<file path="config.mk">
export PLATFORM = sky130hd
export DESIGN_NAME = modular_arith_unit
export DESIGN_NICKNAME = d
export VERILOG_FILES = /design/src/rtl/mau_pkg.sv /design/src/rtl/mau_mul.sv /design/src/rtl/mau_div.sv /design/src/rtl/modular_arith_unit.sv
export SDC_FILE = /design/constraint.sdc
export NUM_CORES = 2
export LEC_CHECK = 0
export BUFFER_PORTS_ARGS = -buffer_cell sky130_fd_sc_hd__clkbuf_2
export CORE_MARGIN = 2
export CORE_UTILIZATION = 30
export CTS_CLUSTER_DIAMETER = 80
export CTS_CLUSTER_SIZE = 25
export DETAILED_ROUTE_END_ITERATION = 8
export GPL_TIMING_DRIVEN = 0
export HOLD_SLACK_MARGIN = 0.05
export PLACE_DENSITY = 0.57
export SYNTH_ARGS = -nofsm -noshare
export SYNTH_HDL_FRONTEND = slang
export SYNTH_SLANG_ARGS = --single-unit
</file>
<file path="constraint.sdc">
create_clock -name clk_i -period 20.6 [get_ports clk_i]
set_input_delay 2.06 -clock clk_i [delete_from_list [all_inputs] [get_ports clk_i]]
set_output_delay 2.06 -clock clk_i [all_outputs]
set_load 0.01 [all_outputs]
</file>
<file path="src/rtl/mau_pkg.sv">
package mau_pkg;

  typedef enum logic [3:0] {
    ACT_ADD       = 4'd0,
    ACT_SUB       = 4'd1,
    ACT_NEG       = 4'd2,
    ACT_MUL       = 4'd3,
    ACT_MAC       = 4'd4,
    ACT_MONT_RED  = 4'd5,
    ACT_TO_MONT   = 4'd6,
    ACT_FROM_MONT = 4'd7,
    ACT_INV       = 4'd8
  } act_e;

  typedef enum logic [1:0] {
    CFG_MODULUS   = 2'd0,
    CFG_N_PRIME   = 2'd1,
    CFG_R_SQUARED = 2'd2,
    CFG_MONT_MODE = 2'd3
  } cfg_e;

  typedef enum logic [4:0] {
    ST_IDLE,
    ST_DISP,
    ST_ALU,
    ST_MUL_GO,
    ST_MUL_WAIT,
    ST_MAC_LO,
    ST_MAC_HI,
    ST_REM_GO,
    ST_REM_WAIT,
    ST_RD_M_GO,
    ST_RD_M_WAIT,
    ST_RD_N_GO,
    ST_RD_N_WAIT,
    ST_RD_UPD,
    ST_RD_FIN,
    ST_INV_CHK,
    ST_INV_DIV_GO,
    ST_INV_DIV_WAIT,
    ST_INV_MUL_GO,
    ST_INV_MUL_WAIT,
    ST_INV_FIN,
    ST_DONE
  } state_e;

  localparam logic [63:0] MODULUS_RST   = 64'hFFFF_FFFF_0000_0001;
  localparam logic [31:0] N_PRIME_RST   = 32'hFFFF_FFFF;
  localparam logic [63:0] R_SQUARED_RST = 64'hFFFF_FFFE_0000_0001;

  localparam int IN_TDATA_W  = 200;
  localparam int OUT_TDATA_W = 64;
  localparam int CFG_DATA_W  = 64;

endpackage

</file>
<file path="src/rtl/mau_mul.sv">
// Shift-add multiplier, one bit of y per cycle, full double-width product.
module mau_mul import mau_pkg::*; #(
  parameter int W = 64
) (
  input  logic           clk_i,
  input  logic           rst_ni,
  input  logic           start_i,
  input  logic [W-1:0]   x_i,
  input  logic [W-1:0]   y_i,
  output logic           done_o,
  output logic [2*W-1:0] prod_o
);

  localparam int CW = (W > 1) ? $clog2(W) : 1;

  logic          busy_q, busy_d, done_q, done_d;
  logic [CW-1:0] cnt_q, cnt_d;
  logic [W-1:0]  x_q, x_d, hi_q, hi_d, lo_q, lo_d;
  logic [W:0]    sum;

  assign sum = {1'b0, hi_q} + (lo_q[0] ? {1'b0, x_q} : {(W+1){1'b0}});

  always_comb begin
    busy_d = busy_q;
    done_d = 1'b0;
    cnt_d  = cnt_q;
    x_d    = x_q;
    hi_d   = hi_q;
    lo_d   = lo_q;
    if (start_i) begin
      busy_d = 1'b1;
      cnt_d  = '0;
      x_d    = x_i;
      hi_d   = '0;
      lo_d   = y_i;
    end else if (busy_q) begin
      hi_d  = sum[W:1];
      lo_d  = {sum[0], lo_q[W-1:1]};
      cnt_d = cnt_q + 1'b1;
      if (cnt_q == CW'(W-1)) begin
        busy_d = 1'b0;
        done_d = 1'b1;
      end
    end
  end

  always_ff @(posedge clk_i or negedge rst_ni) begin
    if (!rst_ni) begin
      busy_q <= 1'b0;
      done_q <= 1'b0;
      cnt_q  <= '0;
    end else begin
      busy_q <= busy_d;
      done_q <= done_d;
      cnt_q  <= cnt_d;
    end
  end

  always_ff @(posedge clk_i) begin
    x_q  <= x_d;
    hi_q <= hi_d;
    lo_q <= lo_d;
  end

  assign done_o = done_q;
  assign prod_o = {hi_q, lo_q};

endmodule

</file>
<file path="src/rtl/mau_div.sv">
// Restoring divider, one dividend bit per cycle: double-width numerator,
// single-width divisor.
module mau_div import mau_pkg::*; #(
  parameter int W = 64
) (
  input  logic           clk_i,
  input  logic           rst_ni,
  input  logic           start_i,
  input  logic [2*W-1:0] num_i,
  input  logic [W-1:0]   den_i,
  output logic           done_o,
  output logic [W-1:0]   quo_o,
  output logic [W-1:0]   rem_o
);

  localparam int CW = $clog2(2*W);

  logic           busy_q, busy_d, done_q, done_d;
  logic [CW-1:0]  cnt_q, cnt_d;
  logic [2*W-1:0] num_q, num_d;
  logic [W-1:0]   den_q, den_d, rem_q, rem_d;
  logic [W:0]     rem2, diff;
  logic           ge;

  assign rem2 = {rem_q, num_q[2*W-1]};
  assign ge   = rem2 >= {1'b0, den_q};
  assign diff = rem2 - {1'b0, den_q};

  always_comb begin
    busy_d = busy_q;
    done_d = 1'b0;
    cnt_d  = cnt_q;
    num_d  = num_q;
    den_d  = den_q;
    rem_d  = rem_q;
    if (start_i) begin
      busy_d = 1'b1;
      cnt_d  = '0;
      num_d  = num_i;
      den_d  = den_i;
      rem_d  = '0;
    end else if (busy_q) begin
      rem_d = ge ? diff[W-1:0] : rem2[W-1:0];
      num_d = {num_q[2*W-2:0], ge};
      cnt_d = cnt_q + 1'b1;
      if (cnt_q == CW'(2*W-1)) begin
        busy_d = 1'b0;
        done_d = 1'b1;
      end
    end
  end

  always_ff @(posedge clk_i or negedge rst_ni) begin
    if (!rst_ni) begin
      busy_q <= 1'b0;
      done_q <= 1'b0;
      cnt_q  <= '0;
    end else begin
      busy_q <= busy_d;
      done_q <= done_d;
      cnt_q  <= cnt_d;
    end
  end

  always_ff @(posedge clk_i) begin
    num_q <= num_d;
    den_q <= den_d;
    rem_q <= rem_d;
  end

  assign done_o = done_q;
  assign quo_o  = num_q[W-1:0];
  assign rem_o  = rem_q;

endmodule

</file>
<file path="src/rtl/modular_arith_unit.sv">
// Mul and mac use the bit-serial multiplier, then the serial remainder; a
// Montgomery-mode mul takes limb reduction instead. Montgomery ops multiply
// by n' and by the modulus per limb, limbs = ceil(MOD_WIDTH/limb width).
// Inverse: a divide and a multiply per Euclid step, plus a mul in
// Montgomery mode. One transaction at a time; the next is taken while the
// result waits. Reset is asynchronous, active low, loads register defaults.
module modular_arith_unit import mau_pkg::*; #(
  parameter int MOD_WIDTH  = 64,
  parameter int LIMB_WIDTH = 32
) (
  input  logic                   clk_i,
  input  logic                   rst_ni,
  input  logic                   cfg_we_i,
  input  logic [1:0]             cfg_idx_i,
  input  logic [CFG_DATA_W-1:0]  cfg_data_i,
  input  logic                   s_axis_tvalid,
  output logic                   s_axis_tready,
  // action[3:0], operand_a[67:4], operand_b[131:68], addend[195:132]
  input  logic [IN_TDATA_W-1:0]  s_axis_tdata,
  output logic                   m_axis_tvalid,
  input  logic                   m_axis_tready,
  // result_value[63:0]
  output logic [OUT_TDATA_W-1:0] m_axis_tdata
);

  localparam int W     = MOD_WIDTH;
  localparam int L     = (LIMB_WIDTH < W) ? LIMB_WIDTH : W;
  localparam int COUNT = (W + L - 1) / L;
  localparam int NPW   = (L < 32) ? L : 32;
  localparam int LCW   = $clog2(COUNT) + 1;
  localparam logic [W-1:0] LMASK = {W{1'b1}} >> (W - L);

  state_e state_q, state_d;

  logic [W-1:0]   modulus_q, r2_q;
  logic [NPW-1:0] np_q;
  logic           mode_q;

  act_e           act_q;
  logic [W-1:0]   op_a_q, op_b_q, acc_q, res_q, out_q;
  logic           out_valid_q, out_load;
  logic [2*W-1:0] prod_q;
  logic           carry_q;
  logic [W-1:0]   tlo_q, thi_q;
  logic [L-1:0]   m_q;
  logic [LCW-1:0] limb_q;
  logic [W-1:0]   r0_q, r1_q, t0_q, t1_q, q_q, nr_q;

  logic           mul_start, mul_done, div_start, div_done;
  logic [W-1:0]   mul_x, mul_y, div_den, div_quo, div_rem;
  logic [2*W-1:0] mul_prod, div_num;

  // ALU datapath
  logic [W:0]   add_s, sub_s;
  logic [W-1:0] alu_res;
  // limb step
  logic [W:0]   rd_s;
  logic [W-1:0] rd_thi, rd_tlo;
  logic [W:0]   mac_s;
  logic [W-1:0] inv_res;

  mau_mul #(.W(W)) u_mul (
    .clk_i, .rst_ni, .start_i(mul_start), .x_i(mul_x), .y_i(mul_y),
    .done_o(mul_done), .prod_o(mul_prod)
  );

  mau_div #(.W(W)) u_div (
    .clk_i, .rst_ni, .start_i(div_start), .num_i(div_num), .den_i(div_den),
    .done_o(div_done), .quo_o(div_quo), .rem_o(div_rem)
  );

  always_ff @(posedge clk_i or negedge rst_ni) begin
    if (!rst_ni) begin
      modulus_q <= MODULUS_RST[W-1:0];
      np_q      <= N_PRIME_RST[NPW-1:0];
      r2_q      <= R_SQUARED_RST[W-1:0];
      mode_q    <= 1'b0;
    end else if (cfg_we_i) begin
      unique case (cfg_e'(cfg_idx_i))
        CFG_MODULUS:   modulus_q <= cfg_data_i[W-1:0];
        CFG_N_PRIME:   np_q      <= cfg_data_i[NPW-1:0];
        CFG_R_SQUARED: r2_q      <= cfg_data_i[W-1:0];
        CFG_MONT_MODE: mode_q    <= cfg_data_i[0];
        default: ;
      endcase
    end
  end

  always_comb begin
    add_s = {1'b0, op_a_q} + {1'b0, op_b_q};
    sub_s = {1'b0, op_a_q} - {1'b0, op_b_q};
    unique case (act_q)
      ACT_ADD: alu_res = (add_s[W] || add_s[W-1:0] >= modulus_q) ?
                         add_s[W-1:0] - modulus_q : add_s[W-1:0];
      ACT_SUB: alu_res = sub_s[W] ? sub_s[W-1:0] + modulus_q : sub_s[W-1:0];
      ACT_NEG: alu_res = modulus_q - op_a_q;
      default: alu_res = '0;
    endcase
  end

  assign rd_s   = {1'b0, tlo_q} + {1'b0, prod_q[W-1:0]};
  assign rd_thi = thi_q + prod_q[2*W-1:W] + W'(rd_s[W]);
  assign rd_tlo = (COUNT == 1) ? rd_thi :
                  ((rd_s[W-1:0] >> L) | ((rd_thi & LMASK) << ((COUNT-1)*L)));
  assign mac_s  = {1'b0, prod_q[W-1:0]} + {1'b0, acc_q};
  assign inv_res = (r0_q != W'(1)) ? '0 : (t0_q[W-1] ? t0_q + modulus_q : t0_q);

  always_comb begin
    state_d = state_q;
    unique case (state_q)
      ST_IDLE:     if (s_axis_tvalid) state_d = ST_DISP;
      ST_DISP: begin
        unique case (act_q)
          ACT_MUL:       state_d = mode_q ? ST_MUL_GO : ST_MUL_GO;
          ACT_MAC,
          ACT_TO_MONT:   state_d = ST_MUL_GO;
          ACT_MONT_RED,
          ACT_FROM_MONT: state_d = ST_RD_M_GO;
          ACT_INV:       state_d = ST_INV_CHK;
          default:       state_d = ST_ALU;
        endcase
      end
      ST_ALU:      state_d = ST_DONE;
      ST_MUL_GO:   state_d = ST_MUL_WAIT;
      ST_MUL_WAIT: begin
        if (mul_done) begin
          if (act_q == ACT_MAC) state_d = ST_MAC_LO;
          else if (act_q == ACT_TO_MONT || (act_q == ACT_MUL && mode_q))
            state_d = ST_RD_M_GO;
          else state_d = ST_REM_GO;
        end
      end
      ST_MAC_LO:       state_d = ST_MAC_HI;
      ST_MAC_HI:       state_d = ST_REM_GO;
      ST_REM_GO:       state_d = ST_REM_WAIT;
      ST_REM_WAIT:     if (div_done) state_d = ST_DONE;
      ST_RD_M_GO:      state_d = ST_RD_M_WAIT;
      ST_RD_M_WAIT:    if (mul_done) state_d = ST_RD_N_GO;
      ST_RD_N_GO:      state_d = ST_RD_N_WAIT;
      ST_RD_N_WAIT:    if (mul_done) state_d = ST_RD_UPD;
      ST_RD_UPD:       state_d = (limb_q == LCW'(COUNT-1)) ? ST_RD_FIN : ST_RD_M_GO;
      ST_RD_FIN:       state_d = ST_DONE;
      ST_INV_CHK:      state_d = (r1_q == '0) ? ST_INV_FIN : ST_INV_DIV_GO;
      ST_INV_DIV_GO:   state_d = ST_INV_DIV_WAIT;
      ST_INV_DIV_WAIT: if (div_done) state_d = ST_INV_MUL_GO;
      ST_INV_MUL_GO:   state_d = ST_INV_MUL_WAIT;
      ST_INV_MUL_WAIT: if (mul_done) state_d = ST_INV_CHK;
      ST_INV_FIN:      state_d = mode_q ? ST_MUL_GO : ST_DONE;
      ST_DONE:         if (out_load) state_d = ST_IDLE;
      default:         state_d = ST_IDLE;
    endcase
  end

  always_comb begin
    s_axis_tready = (state_q == ST_IDLE);
    out_load      = (state_q == ST_DONE) && (!out_valid_q || m_axis_tready);
    mul_start     = 1'b0;
    mul_x         = op_a_q;
    mul_y         = op_b_q;
    div_start     = 1'b0;
    div_num       = prod_q;
    div_den       = modulus_q;
    unique case (state_q)
      ST_MUL_GO: mul_start = 1'b1;
      ST_RD_M_GO: begin
        mul_start = 1'b1;
        mul_x     = tlo_q & LMASK;
        mul_y     = W'(np_q);
      end
      ST_RD_N_GO: begin
        mul_start = 1'b1;
        mul_x     = modulus_q;
        mul_y     = W'(m_q);
      end
      ST_INV_MUL_GO: begin
        mul_start = 1'b1;
        mul_x     = t1_q;
        mul_y     = q_q;
      end
      ST_REM_GO: div_start = 1'b1;
      ST_INV_DIV_GO: begin
        div_start = 1'b1;
        div_num   = {{W{1'b0}}, r0_q};
        div_den   = r1_q;
      end
      default: ;
    endcase
  end

  always_ff @(posedge clk_i or negedge rst_ni) begin
    if (!rst_ni) begin
      state_q     <= ST_IDLE;
      out_valid_q <= 1'b0;
    end else begin
      state_q <= state_d;
      if (out_load) out_valid_q <= 1'b1;
      else if (m_axis_tready) out_valid_q <= 1'b0;
    end
  end

  always_ff @(posedge clk_i) begin
    if (out_load) out_q <= res_q;
    unique case (state_q)
      ST_IDLE: begin
        if (s_axis_tvalid) begin
          act_q  <= act_e'(s_axis_tdata[3:0]);
          op_a_q <= s_axis_tdata[4 +: W];
          op_b_q <= s_axis_tdata[68 +: W];
          acc_q  <= s_axis_tdata[132 +: W];
        end
      end
      ST_DISP: begin
        limb_q <= '0;
        r0_q   <= modulus_q;
        r1_q   <= op_a_q;
        t0_q   <= '0;
        t1_q   <= W'(1);
        tlo_q  <= op_a_q;
        thi_q  <= (act_q == ACT_MONT_RED) ? op_b_q : '0;
        if (act_q == ACT_TO_MONT) op_b_q <= r2_q;
      end
      ST_ALU: res_q <= alu_res;
      ST_MUL_WAIT: begin
        if (mul_done) begin
          prod_q <= mul_prod;
          tlo_q  <= mul_prod[W-1:0];
          thi_q  <= mul_prod[2*W-1:W];
          limb_q <= '0;
        end
      end
      ST_MAC_LO: begin
        prod_q[W-1:0] <= mac_s[W-1:0];
        carry_q       <= mac_s[W];
      end
      ST_MAC_HI: prod_q[2*W-1:W] <= prod_q[2*W-1:W] + W'(carry_q);
      ST_REM_WAIT: if (div_done) res_q <= (modulus_q == '0) ? '0 : div_rem;
      ST_RD_M_WAIT: if (mul_done) m_q <= mul_prod[L-1:0];
      ST_RD_N_WAIT: if (mul_done) prod_q <= mul_prod;
      ST_RD_UPD: begin
        tlo_q  <= rd_tlo;
        thi_q  <= rd_thi >> L;
        limb_q <= limb_q + 1'b1;
      end
      ST_RD_FIN: res_q <= (tlo_q >= modulus_q) ? tlo_q - modulus_q : tlo_q;
      ST_INV_DIV_WAIT: begin
        if (div_done) begin
          q_q  <= div_quo;
          nr_q <= div_rem;
        end
      end
      ST_INV_MUL_WAIT: begin
        if (mul_done) begin
          t1_q <= t0_q - mul_prod[W-1:0];
          t0_q <= t1_q;
          r0_q <= r1_q;
          r1_q <= nr_q;
        end
      end
      ST_INV_FIN: begin
        res_q  <= inv_res;
        op_a_q <= r2_q;
        op_b_q <= inv_res;
      end
      default: ;
    endcase
  end

  assign m_axis_tvalid = out_valid_q;
  assign m_axis_tdata  = OUT_TDATA_W'(out_q);

`ifndef SYNTHESIS
  a_accept_leaves_idle: assert property (@(posedge clk_i) disable iff (!rst_ni)
    s_axis_tvalid && s_axis_tready |=> state_q == ST_DISP)
    else $error("accepted transaction did not start");

  a_rem_in_range: assert property (@(posedge clk_i) disable iff (!rst_ni)
    state_q == ST_REM_WAIT && div_done && modulus_q != '0 |-> div_rem < modulus_q)
    else $error("remainder not reduced");

  a_result_from_done: assert property (@(posedge clk_i) disable iff (!rst_ni)
    $rose(m_axis_tvalid) |-> $past(state_q) == ST_DONE)
    else $error("result without finished transaction");

  a_single_start: assert property (@(posedge clk_i) disable iff (!rst_ni)
    !(mul_start && div_start))
    else $error("multiplier and divider started together");
`endif

endmodule

</file>
==> run summary <==
STATUS
-------------------------------------------------------------------------------------------
Run status                                                                     finished, violations left
Violated checks                                                                max-capacitance violations, max-slew violations

FLOORPLANNING
-------------------------------------------------------------------------------------------
Height of the chip                                                                 625.0 µm
Die span in x                                                                      625.0 µm
Total Die Area                                                                   390700 µm²
Core Region                                                                      384800 µm²
Io pins                                                                                 337
Number of standard-cell rows in the floorplan                                           228
Effective utilization at floorplan                                                   30.07%

STA
-------------------------------------------------------------------------------------------
Worst-case setup margin in the final layout                                         9549 ps
Summed negative setup slack over all endpoints                                         0 ps
Highest attainable clock frequency                                              0.09049 GHz
Slew at the pin closest to its max-slew limit                                       1710 ps
Final worst clock skew                                                             80.55 ps
Fin. max-slew vios                                                                       57
Share of the cycle needed by the critical path after routing                         53.65%
Post-route minimum period                                                          11050 ps
Final Hold Vio Count                                                                      0
Number of setup violations in the final report                                            0
Worst-case hold slack                                                              417.5 ps
Setup repair after global routing missed its margin                                   false
Slew HR                                                                             -15.03%

GLOBAL ROUTING
-------------------------------------------------------------------------------------------
Global routing usage summed across all routing layers                                33.35%
Largest net degree at the start of global routing                                        82
First-pass GRT wire length                                                        888900 µm
Antenna violations before repair                                                         75
Remaining Overflow, GRT                                                                   0
Vias in the first global route                                                       104015

WORST SETUP PATH
-------------------------------------------------------------------------------------------
Highest fanout seen on the critical path                                                 10
Data required time at the worst endpoint                                           21070 ps
Critical R2R Capture                                                              res_q[37]
Critical path destination                                                         res_q[37]
Endpoint arrival time on the critical path                                         11520 ps
Peak per-stage delay on the critical path                                           1010 ps
Element type at the critical path start                                                flop
Startpoint of the most critical setup path                                        op_b_q[1]
Crit end category                                                                      flop
Worst-case register-to-register setup slack                                         9550 ps
Depth of the worst register-to-register path                                             29
Category of the critical setup timing path                                       reg -> reg
Worst-path cell with the longest stage delay                                   sky130_fd_sc_hd__edfxtp_1
Launch instance of the worst register-to-register path                            op_b_q[1]

CLOCKING
-------------------------------------------------------------------------------------------
Clock tree from TritonCTS                                                              done
Clock buffers created by TritonCTS                                                      135
Clock H-tree levels                                                                       4
Skew-Pair Late Insertion Delay                                                       950 ps
Post-CTS Resized                                                                          0
Number of buffers inserted for hold repair after clock tree synthesis                     0
Clk sinks                                                                              1631
CTS Root Cell                                                                  sky130_fd_sc_hd__clkbuf_16
Maximum number of buffers from clock root to sink                                         4
Clock Pin Slew Worst Setup and Hold Paths                                            100 ps
Post-CTS setup-driven buffer insertion count                                              0

CELLS AND AREA
-------------------------------------------------------------------------------------------
Layout-stage area growth over the synthesis result                                   12.67%
Number of nets in the layout                                                          14362
Most frequent cells in the layout                                              sky130_fd_sc_hd__nand2_1, sky130_fd_sc_hd__edfxtp_1, sky130_fd_sc_hd__a21oi_1
Leading cell type in the layout, fill and taps excluded                        sky130_fd_sc_hd__nand2_1
Fillcell total                                                                        40336
Share of layout cells above drive strength 1                                         8.259%

ROUTING
-------------------------------------------------------------------------------------------
DRC violation count after routing                                                         0
Vias                                                                                 109050
Post-route antenna net violation count                                                    0
Total iterations of the first detailed-routing run                                        7
Vias per inst                                                                         5.909
Routed wire per std cell                                                           36.64 µm
Number of design-rule violations left by the first detailed-router iteration          14898
Aggregate routed wire length                                                      676300 µm

SYNTH
-------------------------------------------------------------------------------------------
Syn Inst Count                                                                        12703
Library cells used by synthesis                                                         126
Post-Synth XOR/XNOR Area                                                             6.063%
Synthesized Nets                                                                      13817
Count of flip-flops with a built-in enable after synthesis                             1319
Fraction of post-synthesis cell area in the top cell type by area                    34.23%
Area fraction in and, or, nand and nor cells after synthesis                         15.29%
Most used DFF post-synth                                                       sky130_fd_sc_hd__edfxtp_1
Area of the mapped netlist                                                       115700 µm²
Mux cell area share after synthesis                                                  2.987%
Number of register bits inferred by synthesis                                          1631
Main area contributors after synthesis                                         sky130_fd_sc_hd__edfxtp_1, sky130_fd_sc_hd__ha_1, sky130_fd_sc_hd__nand2_1, sky130_fd_sc_hd__a21oi_1, sky130_fd_sc_hd__o21ai_0
Dominant combinational cell family by area after synthesis                     compound AO/OA/AOI/OAI gates
Synthesized-area fraction occupied by ao, oa, aoi and oai cells                      21.77%
Adder-cell share of the synthesized area                                             9.200%
Cell type with the largest total area after synthesis                          sky130_fd_sc_hd__edfxtp_1
Post-synth ARST share                                                                11.28%
Yosys synthesis warning count                                                             0
Post-Synthesis Mean Instance Area                                                 9.109 µm²
Sequential-to-total area share from yosys stat                                       40.53%

PLACEMENT
-------------------------------------------------------------------------------------------
Gp weighted congestion                                                                1.061
Pre-CTS setup slack                                                                 9868 ps
Number of I/O port buffers                                                              332
Placed wire-length estimate                                                       575400 µm

WORST HOLD PATH
-------------------------------------------------------------------------------------------
Path class of the lowest-slack min-delay path                                    reg -> reg

PWR
-------------------------------------------------------------------------------------------
Static Leak                                                                        50.98 nW
Areal power density over the cells                                             78.28 nW/µm²
Worst ir drop on vdd                                                             0.07033 mV

JOB
-------------------------------------------------------------------------------------------
Reported max-cap violation count                                                         10

## cells by family (layout without fill, tap and decap cells)
| group | Yosys count | in the layout |
|---|---|---|
| xor+xnor | 801 | 801 |
| flops | 1631 | 1631 |
| other cells | 0 | 41 |
| buf+inv | 1222 | 1874 |
| mux | 327 | 327 |
| simple gates | 3885 | 3885 |
| fa+ha+maj | 843 | 843 |
| compound gates | 3994 | 3994 |
## registers in the layout (all words and copies together) (netlist names), 32 cells and up
signal and flops:
acc_q 64, m_axis_tdata 64, m_q 32, modulus_q 64
np_q 32, nr_q 64, op_a_q 64, op_b_q 64
prod_q 128, q_q 64, r0_q 64, r1_q 64
r2_q 64, res_q 64, t0_q 64, t1_q 64
thi_q 64, tlo_q 64, u_div.den_q 64, u_div.num_q 128
u_div.rem_o 64, u_mul.hi_q 64, u_mul.lo_q 64, u_mul.x_q 64
## worst min path at each step
stage	start	end	slack, ps	depth (start not counted)
after floorplan	res_q[0]	m_axis_tdata[0]	400	0
after global placement	res_q[4]	m_axis_tdata[4]	400	0
after detailed placement	res_q[32]	m_axis_tdata[32]	410	0
after CTS	res_q[5]	m_axis_tdata[5]	410	0
after global routing	res_q[5]	m_axis_tdata[5]	430	0
final	res_q[57]	m_axis_tdata[57]	420	0
## cell usage after synthesis (32+ instances only)
master and number:
sky130_fd_sc_hd__buf_1 45, sky130_fd_sc_hd__dfstp_2 97, sky130_fd_sc_hd__nor2_1 945, sky130_fd_sc_hd__or3_1 42, sky130_fd_sc_hd__clkbuf_1 537, sky130_fd_sc_hd__and3_1 79
sky130_fd_sc_hd__dfrtp_1 87, sky130_fd_sc_hd__nand2b_1 96, sky130_fd_sc_hd__o2111ai_1 34, sky130_fd_sc_hd__o21bai_1 140, sky130_fd_sc_hd__a31oi_1 118, sky130_fd_sc_hd__a311oi_1 62
sky130_fd_sc_hd__nor2b_1 126, sky130_fd_sc_hd__a21o_1 460, sky130_fd_sc_hd__inv_1 568, sky130_fd_sc_hd__a22oi_1 188, sky130_fd_sc_hd__nor3_1 132, sky130_fd_sc_hd__nand3_1 209
sky130_fd_sc_hd__mux2i_1 181, sky130_fd_sc_hd__a221oi_1 32, sky130_fd_sc_hd__a21oi_1 1113, sky130_fd_sc_hd__a22o_1 40, sky130_fd_sc_hd__buf_2 32, sky130_fd_sc_hd__ha_1 830
sky130_fd_sc_hd__edfxtp_1 1319, sky130_fd_sc_hd__nand4_1 204, sky130_fd_sc_hd__dfxtp_1 128, sky130_fd_sc_hd__o31ai_1 56, sky130_fd_sc_hd__xor2_1 319, sky130_fd_sc_hd__and2_1 163
sky130_fd_sc_hd__o211ai_1 49, sky130_fd_sc_hd__mux2_2 146, sky130_fd_sc_hd__nand2_1 1637, sky130_fd_sc_hd__xnor2_1 482, sky130_fd_sc_hd__o21ai_0 1020, sky130_fd_sc_hd__o22ai_1 157
sky130_fd_sc_hd__nor4_1 102, sky130_fd_sc_hd__a211oi_1 87, sky130_fd_sc_hd__o21a_1 66, sky130_fd_sc_hd__a222oi_1 73
## layer usage
layer | GRT usage, % | wire [µm] | vias up
li1 | - | - | 47981
met1 | 42.90 | 270500 | 54426
met2 | 50.78 | 290900 | 5510
met3 | 5.880 | 58290 | 1117
met4 | 23.09 | 56470 | 16
met5 | 0 | 107 | -
## area by class of cell
cell class / instances / area (µm²) / share of cell area [%]
Antenna cell: 41 / 102.6 / 0.07870
Inverter: 576 / 2165 / 1.660
Clock buffer: 149 / 3611 / 2.770
Multi-Input combinational cell: 9850 / 64230 / 49.27
Timing Repair Buffer: 408 / 3010 / 2.309
Buffer: 646 / 2683 / 2.058
Clock inverter: 95 / 1336 / 1.025
Tap cell: 5060 / 6331 / 4.856
Sequential cell: 1631 / 46900 / 35.97
## power by group
part           switching (mW)  total (mW)  internal, mW
registers               0.443        4.22          3.78
clock network            1.59        3.05          1.45
logic                    1.90        2.94          1.03
total                    3.94        10.2          6.26
## worst max-delay path, delay by kind of cell (launching register included)
family	cells	cell delay, ps
AND/OR/NAND/NOR	6	1270
multiplexers	1	320
AO/OA/AOI/OAI	17	6170
buffers and inverters	2	750
flip-flops	1	1010
XOR/XNOR	1	260
adder cells (fa/ha/maj)	2	770
## per-stage QoR
step / total power, mW / cells / utilization [%] / instance area (µm²)
after floorplan: 5.811 / 12703 / - / 115700
after global placement: 7.108 / 18095 / 32.14 / 123700
after detailed placement: 7.098 / 18171 / 32.56 / 125300
after CTS: 10.11 / 18415 / 33.85 / 130200
after global routing: 10.50 / 18424 / 33.86 / 130300
final: 10.21 / 18456 / 33.88 / 130400
Note: power is estimated with default switching activity, not from simulation.
